`src/rtl/wavetable_oscillator_interp_top_macros.svh`:
```
// Assertion macros used by the wavetable oscillator controller.
`ifndef WAVETABLE_OSCILLATOR_INTERP_TOP_MACROS_SVH
`define WAVETABLE_OSCILLATOR_INTERP_TOP_MACROS_SVH
`ifndef SYNTHESIS
// Same-cycle implication.
`define WTOI_ASSERT_IMP(lbl, clk, rst_n, ante, cons) \
    lbl: assert property (@(posedge clk) disable iff (!rst_n) (ante) |-> (cons)) \
        else $error("wtoi assertion failed");
// Next-cycle implication.
`define WTOI_ASSERT_NXT(lbl, clk, rst_n, ante, cons) \
    lbl: assert property (@(posedge clk) disable iff (!rst_n) (ante) |=> (cons)) \
        else $error("wtoi assertion failed");
`else
`define WTOI_ASSERT_IMP(lbl, clk, rst_n, ante, cons)
`define WTOI_ASSERT_NXT(lbl, clk, rst_n, ante, cons)
`endif
`endif

```
`src/rtl/wtoi_pkg.sv`:
```
// Shared widths, codes and types of the wavetable oscillator.
package wtoi_pkg;

    localparam int PHASE_W   = 24;
    localparam int AMP_W     = 16;
    localparam int SAMPLE_W  = 16;
    localparam int INDEX_W   = 12;
    localparam int ACTION_W  = 2;

    localparam int DEF_TABLE_DEPTH = 4096;

    localparam logic [PHASE_W-1:0] RESET_INCREMENT = 24'd167392;
    localparam logic [AMP_W-1:0]   RESET_AMPLITUDE = 16'd6554;

    localparam logic [ACTION_W-1:0] ACT_TICK  = 2'd0;
    localparam logic [ACTION_W-1:0] ACT_WRITE = 2'd1;
    localparam logic [ACTION_W-1:0] ACT_PHASE = 2'd2;

    typedef struct packed {
        logic tick;       // start a tick: read both taps, advance phase
        logic wr;         // write one table word
        logic ld_phase;   // load start phase
        logic ld_interp;  // capture interpolated value
        logic ld_prod;    // capture amplitude product
        logic ld_out;     // round, saturate, load output word
    } t_cmd;

endpackage

```
`src/rtl/wtoi_ctrl.sv`:
```
// Sequencer of the wavetable oscillator: handshakes and datapath commands.
`include "wavetable_oscillator_interp_top_macros.svh"
module wtoi_ctrl (
    input  logic                          i_clk,
    input  logic                          i_rst_n,
    input  logic                          i_in_valid,
    input  logic [wtoi_pkg::ACTION_W-1:0] i_action,
    input  logic                          i_out_stall,
    output logic                          o_in_stall,
    output logic                          o_out_valid,
    output wtoi_pkg::t_cmd                o_cmd
);

    localparam logic [1:0] ST_IDLE = 2'd0;
    localparam logic [1:0] ST_MUL1 = 2'd1;
    localparam logic [1:0] ST_MUL2 = 2'd2;
    localparam logic [1:0] ST_RND  = 2'd3;

    logic [1:0] r_state;
    logic [1:0] n_state;
    logic       r_out_valid;
    logic       n_out_valid;
    logic       w_accept;
    logic       w_slot_free;

    assign w_accept    = i_in_valid && (r_state == ST_IDLE);
    assign w_slot_free = !r_out_valid || !i_out_stall;

    always_comb begin
        o_cmd           = '0;
        o_cmd.tick      = w_accept && (i_action == wtoi_pkg::ACT_TICK);
        o_cmd.wr        = w_accept && (i_action == wtoi_pkg::ACT_WRITE);
        o_cmd.ld_phase  = w_accept && (i_action == wtoi_pkg::ACT_PHASE);
        o_cmd.ld_interp = (r_state == ST_MUL1);
        o_cmd.ld_prod   = (r_state == ST_MUL2);
        o_cmd.ld_out    = (r_state == ST_RND) && w_slot_free;
    end

    always_comb begin
        n_state = r_state;
        unique case (r_state)
            ST_IDLE: begin
                if (o_cmd.tick) begin
                    n_state = ST_MUL1;
                end
            end
            ST_MUL1: n_state = ST_MUL2;
            ST_MUL2: n_state = ST_RND;
            ST_RND: begin
                // hold until the output word slot frees up
                if (w_slot_free) begin
                    n_state = ST_IDLE;
                end
            end
            default: n_state = ST_IDLE;
        endcase
    end

    always_comb begin
        n_out_valid = r_out_valid;
        if (o_cmd.ld_out) begin
            n_out_valid = 1'b1;
        end else if (r_out_valid && !i_out_stall) begin
            n_out_valid = 1'b0;
        end
    end

    always_ff @(posedge i_clk) begin
        if (!i_rst_n) begin
            r_state     <= ST_IDLE;
            r_out_valid <= 1'b0;
        end else begin
            r_state     <= n_state;
            r_out_valid <= n_out_valid;
        end
    end

    assign o_in_stall  = (r_state != ST_IDLE);
    assign o_out_valid = r_out_valid;

    `WTOI_ASSERT_NXT(a_tick_starts, i_clk, i_rst_n, o_cmd.tick, r_state == ST_MUL1)
    `WTOI_ASSERT_NXT(a_other_idle, i_clk, i_rst_n, o_cmd.wr || o_cmd.ld_phase, r_state == ST_IDLE)
    `WTOI_ASSERT_NXT(a_rnd_hold, i_clk, i_rst_n, (r_state == ST_RND) && !w_slot_free, r_state == ST_RND)
    `WTOI_ASSERT_NXT(a_ld_out_valid, i_clk, i_rst_n, o_cmd.ld_out, r_out_valid)
    `WTOI_ASSERT_IMP(a_one_accept, i_clk, i_rst_n, 1'b1, $onehot0({o_cmd.tick, o_cmd.wr, o_cmd.ld_phase}))

endmodule

```
`config.mk`:
```
export PLATFORM = sky130hd
export DESIGN_NAME = wtoi_ctrl
export DESIGN_NICKNAME = d
export VERILOG_FILES = /design/src/rtl/wtoi_pkg.sv /design/src/rtl/wtoi_ctrl.sv
export VERILOG_INCLUDE_DIRS = /design/src /design/src/rtl
export SDC_FILE = /design/constraint.sdc
export NUM_CORES = 1
export LEC_CHECK = 0
export BUFFER_PORTS_ARGS = -buffer_cell sky130_fd_sc_hd__buf_2
export CORE_AREA = 2 2 39 41
export DETAILED_ROUTE_END_ITERATION = 10
export DIE_AREA = 0 0 41 43
export PLACE_DENSITY = 0.5
export SLEW_MARGIN = 40
export SYNTH_ARGS = -nofsm -noshare
export SYNTH_HDL_FRONTEND = slang
export SYNTH_SLANG_ARGS = --single-unit
```
`constraint.sdc`:
```
create_clock -name i_clk -period 2.5 [get_ports i_clk]
set_clock_uncertainty 0.05 [all_clocks]
set_input_delay 0.25 -clock i_clk [delete_from_list [all_inputs] [get_ports i_clk]]
set_output_delay 0.25 -clock i_clk [all_outputs]
set_load 0.05 [all_outputs]
```
==> results by group, run 1 <==
Routing
  – Via density: 3.92
  – Final WL: 486 um
  – Detail Route Antenna Nets: 0
  – DR pass1 iterations: 2
  – Via count: 231
  – Drt wl/cell: 8.24 um
  – Drc violations: 0
  – Drt initial violations: 1

Clock network
  – # hold bufs at CTS: 0
  – Clk slew on worst S/H paths: 0.04 ns
  – CTS tree: done
  – CTS Buf Count: 3
  – Htree depth: 1
  – Clk sink count: 3
  – Root Driver: clkbuf_4
  – Setup Fix Bufs, Post-CTS: 0
  – Max Root-Sink Buffers: 2
  – Clock Latency Late Sink: 0.23 ns
  – Post-cts gate resize count: 0

Global routing
  – First-pass GRT wire length: 724 um
  – Grt total ovfl: 0
  – GRT Total Usage: 6.43%
  – Vias in the first global route: 204
  – Antenna violations before repair: 0
  – Largest net degree at the start of global routing: 6

Finish
  – Final #Nets: 55
  – Ant diodes: 0
  – Filler cells: 154
  – Syn-to-layout area delta: 42.3%
  – Layout cell share with drive strength beyond 1: 39.5%
  – Post-Layout Cell Count: 59

Critical path
  – WP data required: 2.20 ns
  – CP max stage delay: 0.34 ns
  – Crit start category: flop
  – Cell with the largest stage delay on the worst path: dfxtp_1
  – Worst setup EP type: output pin
  – Worst endpoint data arrival time: 1.47 ns
  – CP Class: flop to output pin
  – Critical-path cell list: inv_1 -> ha_1 -> nand2_1 -> nor3b_1 -> buf_2
  – CP max FO: 4

STA
  – Setup violations, final: 0
  – Final slew viol count: 0
  – Unrepaired setup endpoints after global routing: false
  – Period utilization: 70.7%
  – Rel. slew slack: 83.4%
  – Max Clock Freq: 0.566 GHz
  – Count of final hold-check violations: 0
  – Setup TNS: 0 ns
  – Min Clock Period, post-route: 1.77 ns
  – Actual slew at the worst max-slew pin: 0.251 ns

Yosys
  – Most frequent cells after synthesis: ha_1, nand2_1, dfxtp_1, inv_1
  – Post-synthesis async set-or-reset flop share: 0%
  – Post-synthesis simple-gate area fraction: 20.4%
  – Post-synth EDFFs: 0
  – Synth unique cells: 14
  – Area leader, netlist: ha_1
  – XOR/XNOR Fraction of Synth Area: 0%
  – Post-Synthesis Cells: 27
  – Post-Synth Adder-Cell Area: 25.5%
  – YS warnings: 0
  – Cell area after synthesis: 245 sq um
  – Top-count cell post-synth: ha_1
  – Syn nets: 38
  – Sequential cell area fraction in the yosys report: 24.5%
  – Ranking of synthesized cells by area: ha_1, dfxtp_1, mux2i_1
  – Largest family of logic cells by synthesized area: adder cells
  – Register bit total from synthesis: 3
  – Compound-Gate Fraction of Synth Area: 13.8%
  – Top cell type's share of synthesized area: 25.5%
  – Mux contribution to synthesized area: 8.16%
  – Ys flop type: dfxtp_1
  – Avg Inst Size Synth: 9.08 sq um

Die
  – Die area: 1760 sq um
  – Core Area: 1380 sq um
  – Starting Density: 17.7%
  – Std-Cell Rows: 14
  – Die height: 43 um
  – Die W: 41 um
  – I/O Pins: 14

Placed design
  – Post-DP HPWL: 406 um
  – GP Congestion: 0.671
  – Quantity of I/O buffers inserted on ports: 13
  – Inst Count DP: 55

Min path
  – Hold Path Class: primary input to flop

Power and ir drop
  – Power density cells: 1070 nW/um^2
  – Pleak: 0.180 nW
  – Largest vdd supply drop: 0.253 mV

Status
  – Outcome: finished, final reports clean

Job
  – Max-cap violation count: 0
[registers in the layout, indices dropped and copies added (netlist names)]
signal and count:
o_out_valid 1, r_state 2
[critical path: cells and delay by family (launching register included)]
family	cells	cell delay [ns]
adders and majority gates	1	0.21
buffers and inverters	2	0.40
and+or+nand+nor	2	0.30
DFF	1	0.34
[worst paths after layout]
| kind | start | endpoint | slack [ns] | cells after the start |
|---|---|---|---|---|
| hold reg to reg | r_state[0] | r_state[0] | 0.45 | 2 |
| setup / recovery | r_state[1] | o_cmd[4] | 0.73 | 5 |
| hold / removal | i_rst_n | o_out_valid | 0.24 | 2 |
| setup reg to reg | r_state[1] | r_state[0] | 1.23 | 4 |
[where the power goes]
group          internal (mW)  switching (mW)
clock                 0.0599          0.0263
sequential            0.0601          0.0133
combinational         0.0608           0.152
total                  0.181           0.191
[area by class of cell]
| class | instances | area, sq um | share of cell area, % |
|---|---|---|---|
| multi-input cells | 20 | 166 | 47.7 |
| clock buffers | 4 | 26.3 | 7.53 |
| flip-flops and latches | 3 | 60.1 | 17.2 |
| inverters | 3 | 11.3 | 3.23 |
| repair buffers | 13 | 65.1 | 18.6 |
| well taps | 16 | 20.0 | 5.73 |
[stage by stage]
stage / total power, mW / cell area [sq um] / util [%] / setup slack, ns / hold slack [ns]
after detailed placement: 0.291 / 323 / 23.3 / 0.961 / 0.447
after global routing: 0.401 / 349 / 25.2 / 0.594 / 0.250
after floorplan: 0.251 / 245 / - / 0.338 / 0.328
after CTS: 0.382 / 349 / 25.2 / 0.701 / 0.234
final: 0.372 / 349 / 25.2 / 0.733 / 0.237
after global placement: 0.291 / 323 / 23.3 / 0.976 / 0.442
[layout by cell type (no fill, tap or decap)]
master,n
dfxtp_1,3
nor3b_1,2
mux2i_1,2
or3b_1,1
buf_2,13
inv_1,3
nand2_1,4
a32oi_2,1
clkbuf_4,3
nor3_1,1
o21ai_0,1
a21oi_1,1
clkbuf_1,1
nor2b_1,1
ha_1,5
a21boi_0,1
[cells by family after synthesis]
| logic type | count (synthesis) |
|---|---|
| multiplexers | 2 |
| buffers and inverters | 4 |
| AND/OR/NAND/NOR | 9 |
| AO/OA/AOI/OAI | 4 |
| adder cells (fa/ha/maj) | 5 |
| flip-flops | 3 |
[per-layer routing]
metal / GRT usage, % / routed length (um) / up-vias
li1: - / - / 124
met1: 5.47 / 202 / 99
met2: 10.0 / 231 / 8
met3: 4.71 / 52 / 0
met4: 4.00 / 0 / 0
met5: 0 / 0 / -
No activity file was read; power rests on OpenSTA's default activity.
==> run 2, diff against run 1 <==
--- a/config.mk
+++ b/config.mk
@@ -10,7 +10,7 @@
 export CORE_AREA = 2 2 39 41
 export DETAILED_ROUTE_END_ITERATION = 10
 export DIE_AREA = 0 0 41 43
-export PLACE_DENSITY = 0.5
+export PLACE_DENSITY = 0.52
 export SLEW_MARGIN = 40
 export SYNTH_ARGS = -nofsm -noshare
 export SYNTH_HDL_FRONTEND = slang
==> constraint.sdc (replaced) <==
create_clock -name i_clk -period 1.6 [get_ports i_clk]
set_clock_uncertainty 0.05 [all_clocks]
set_input_delay 0.16 -clock i_clk [delete_from_list [all_inputs] [get_ports i_clk]]
set_output_delay 0.16 -clock i_clk [all_outputs]
set_load 0.05 [all_outputs]
==> run 2 against run 1 <==
- cell area rose by 11%
- non-clock buffer count stayed put
- sequential cell count is the same
- largest power group unchanged
- highest routed layer unchanged
- sequential share of layout area down 1.4 points
- wire length is 3.3% higher
- first-iteration DRC count shrank 100%
- register-to-register slack worse by 0.88 ns
- die area did not move
- combinational power increased by 70%
==> results by group, run 2 (synthesis gave the netlist of run 1 again) <==
Placed design
  – Quantity of I/O buffers inserted on ports: 13 (unchanged)
  – GP Congestion: 0.686 (+2.2%)
  – Post-DP HPWL: 422 um (+4.0%)

Die
  – I/O Pins: 14 (unchanged)
  – Die area: 1760 sq um (unchanged)
  – Std-Cell Rows: 14 (unchanged)
  – Die W: 41 um (unchanged)
  – Starting Density: 17.7% (unchanged)
  – Die height: 43 um (unchanged)
  – Core Area: 1380 sq um (unchanged)

STA
  – Rel. slew slack: 83.3% (-0.14 points)
  – Actual slew at the worst max-slew pin: 0.253 ns (+0.00211 ns)
  – Min Clock Period, post-route: 1.52 ns
  – Count of final hold-check violations: 0 (unchanged)
  – Period utilization: 95.1%
  – Setup TNS: 0 ns (unchanged)
  – Max Clock Freq: 0.657 GHz
  – Setup violations, final: 0 (unchanged)
  – Final slew viol count: 0 (unchanged)
  – Unrepaired setup endpoints after global routing: false
  – Worst hold slack: 0.152 ns (-0.0847 ns)

Clock network
  – Setup Fix Bufs, Post-CTS: 0 (unchanged)
  – Clock Latency Late Sink: 0.23 ns (about the same)
  – CTS Buf Count: 3 (unchanged)
  – Htree depth: 1 (unchanged)
  – # hold bufs at CTS: 0 (unchanged)
  – Max Root-Sink Buffers: 2 (unchanged)
  – Clk sink count: 3 (unchanged)
  – Clk slew on worst S/H paths: 0.04 ns (about the same)
  – Root Driver: clkbuf_4
  – CTS tree: done

Critical path
  – WP data required: 1.39 ns (-0.81 ns)
  – R2r setup slk: 0.35 ns (-0.88 ns)
  – Worst r2r dst: r_state[1]
  – R2r startpoint: r_state[0]
  – Worst setup EP type: output pin
  – R2R cell count: 4 (unchanged)
  – Worst endpoint data arrival time: 1.31 ns (-0.16 ns)
  – CP Class: flop to output pin
  – CP max FO: 4 (unchanged)
  – Crit start category: flop

Routing
  – DR pass1 iterations: 1 (-1)
  – Drt initial violations: 0 (-1)
  – Final WL: 502 um (+3.3%)
  – Via count: 237 (+2.6%)
  – Via density: 4.02 (+2.6%)
  – Detail Route Antenna Nets: 0 (unchanged)
  – Drt wl/cell: 8.51 um (+3.3%)
  – Drc violations: 0 (unchanged)

Min path
  – Hold Crit Endpoint: o_out_valid
  – Hold Path Class: primary input to flop
  – Hold depth: 2 (unchanged)
  – Hold path start: i_rst_n

Finish
  – Commonest non-fill, non-tap cells in the layout: buf_2, ha_1, nand2_1, clkbuf_4
  – Flip-flop count of the largest register after layout: 2 (unchanged)
  – Reg with most FFs: r_state
  – Layout cell share with drive strength beyond 1: 58.1% (+19 points)
  – Ant diodes: 0 (unchanged)
  – Commonest non-fill, non-tap cell in the layout: buf_2
  – Syn-to-layout area delta: 58.2%
  – Filler cells: 151 (-1.9%)
  – Final #Nets: 55 (unchanged)

Global routing
  – Global Route met2 Usage: 10.9% (+0.94 points)
  – Grt total ovfl: 0 (unchanged)
  – GRT Total Usage: 7.90% (+1.5 points)
  – Largest net degree at the start of global routing: 6 (unchanged)
  – Antenna violations before repair: 0 (unchanged)
  – Met3 usage in global routing: 4.71% (unchanged)
  – GR peak layer: met2
  – First-pass GRT wire length: 903 um (+25%)
  – GRT met1 Usage: 8.25% (+2.8 points)
  – Vias in the first global route: 255 (+25%)

Power and ir drop
  – Switching Fraction: 50.6% (-0.82 points)
  – Power density cells: 1580 nW/um^2 (+48%)
  – Pleak: 0.185 nW (+3.1%)
  – Tot Pwr: 0.612 mW (+64%)
  – Switch Pwr: 0.310 mW (+62%)
  – Sequential power share: 19.6% (about the same)
  – Largest vdd supply drop: 0.491 mV (+94%)
  – Clock share of power: 21.1% (-2.0 points)
  – Logic pwr share: 59.3% (+2.2 points)
  – Internal power: 0.302 mW (+67%)

Status
  – Outcome: finished, final reports clean

Job
  – Max-cap violation count: 0 (unchanged)
run 2: cell counts in the layout (fill, tap and decap cells not counted):
Identical to the previous run, type by type.
run 2: timing repair:
item,CTS,global route
setup endpoints to repair,3,4
pin swaps,1,0
gates resized for setup,7,5
run 2: power by group through the flow:
stage	sequential (mW)	clock [mW]	combinational [mW]
floorplan	0.115	0	0.284
global placement	0.117	0	0.346
detailed placement	0.117	0	0.347
CTS	0.116	0.136	0.366
global route	0.125	0.142	0.393
finish	0.120	0.129	0.363
run 2: metrics by stage:
stage	cells	area (sq um)	util, %	setup WS, ns
floorplan	27	260	-	-0.0220
global placement	55	338	24.4	0.152
detailed placement	55	338	24.4	0.135
CTS	59	384	27.8	0.0237
global route	59	388	28.0	0.00133
finish	59	388	28.0	0.0776
run 2: how the worst max path moves through the flow:
stage | from | end | slack (ns) | cells past startpoint
6_report | r_state[0] | o_cmd[4] | 0.08 | 5
5_1_grt | r_state[0] | o_cmd[3] | 0.001 | 5
4_1_cts | r_state[0] | o_cmd[4] | 0.02 | 5
3_5_place_dp | r_state[0] | o_cmd[4] | 0.13 | 5
3_3_place_gp | r_state[0] | o_cmd[4] | 0.15 | 5
2_1_floorplan | r_state[0] | o_cmd[4] | -0.02 | 4
run 2: layout make-up:
cell class	count	area, sq um	area share [%]
multi-input cells	20	186	48.1
repair buffers	13	82.6	21.3
flip-flops and latches	3	61.3	15.8
clock buffers	4	26.3	6.77
well taps	16	20.0	5.16
inverters	3	11.3	2.90
run 2: critical path, cell delays in order (launching register included):
cell     delay, ns
dfxtp_1       0.34
inv_2         0.09
ha_2          0.21
nand2_2       0.09
nor3b_2       0.18
buf_6         0.18
run 2: layer usage:
layer / vias to the layer above / share of wire (%)
met5: - / 0
met4: 0 / 0
met1: 109 / 44
met2: 5 / 52
li1: 123 / -
met3: 0 / 4.0
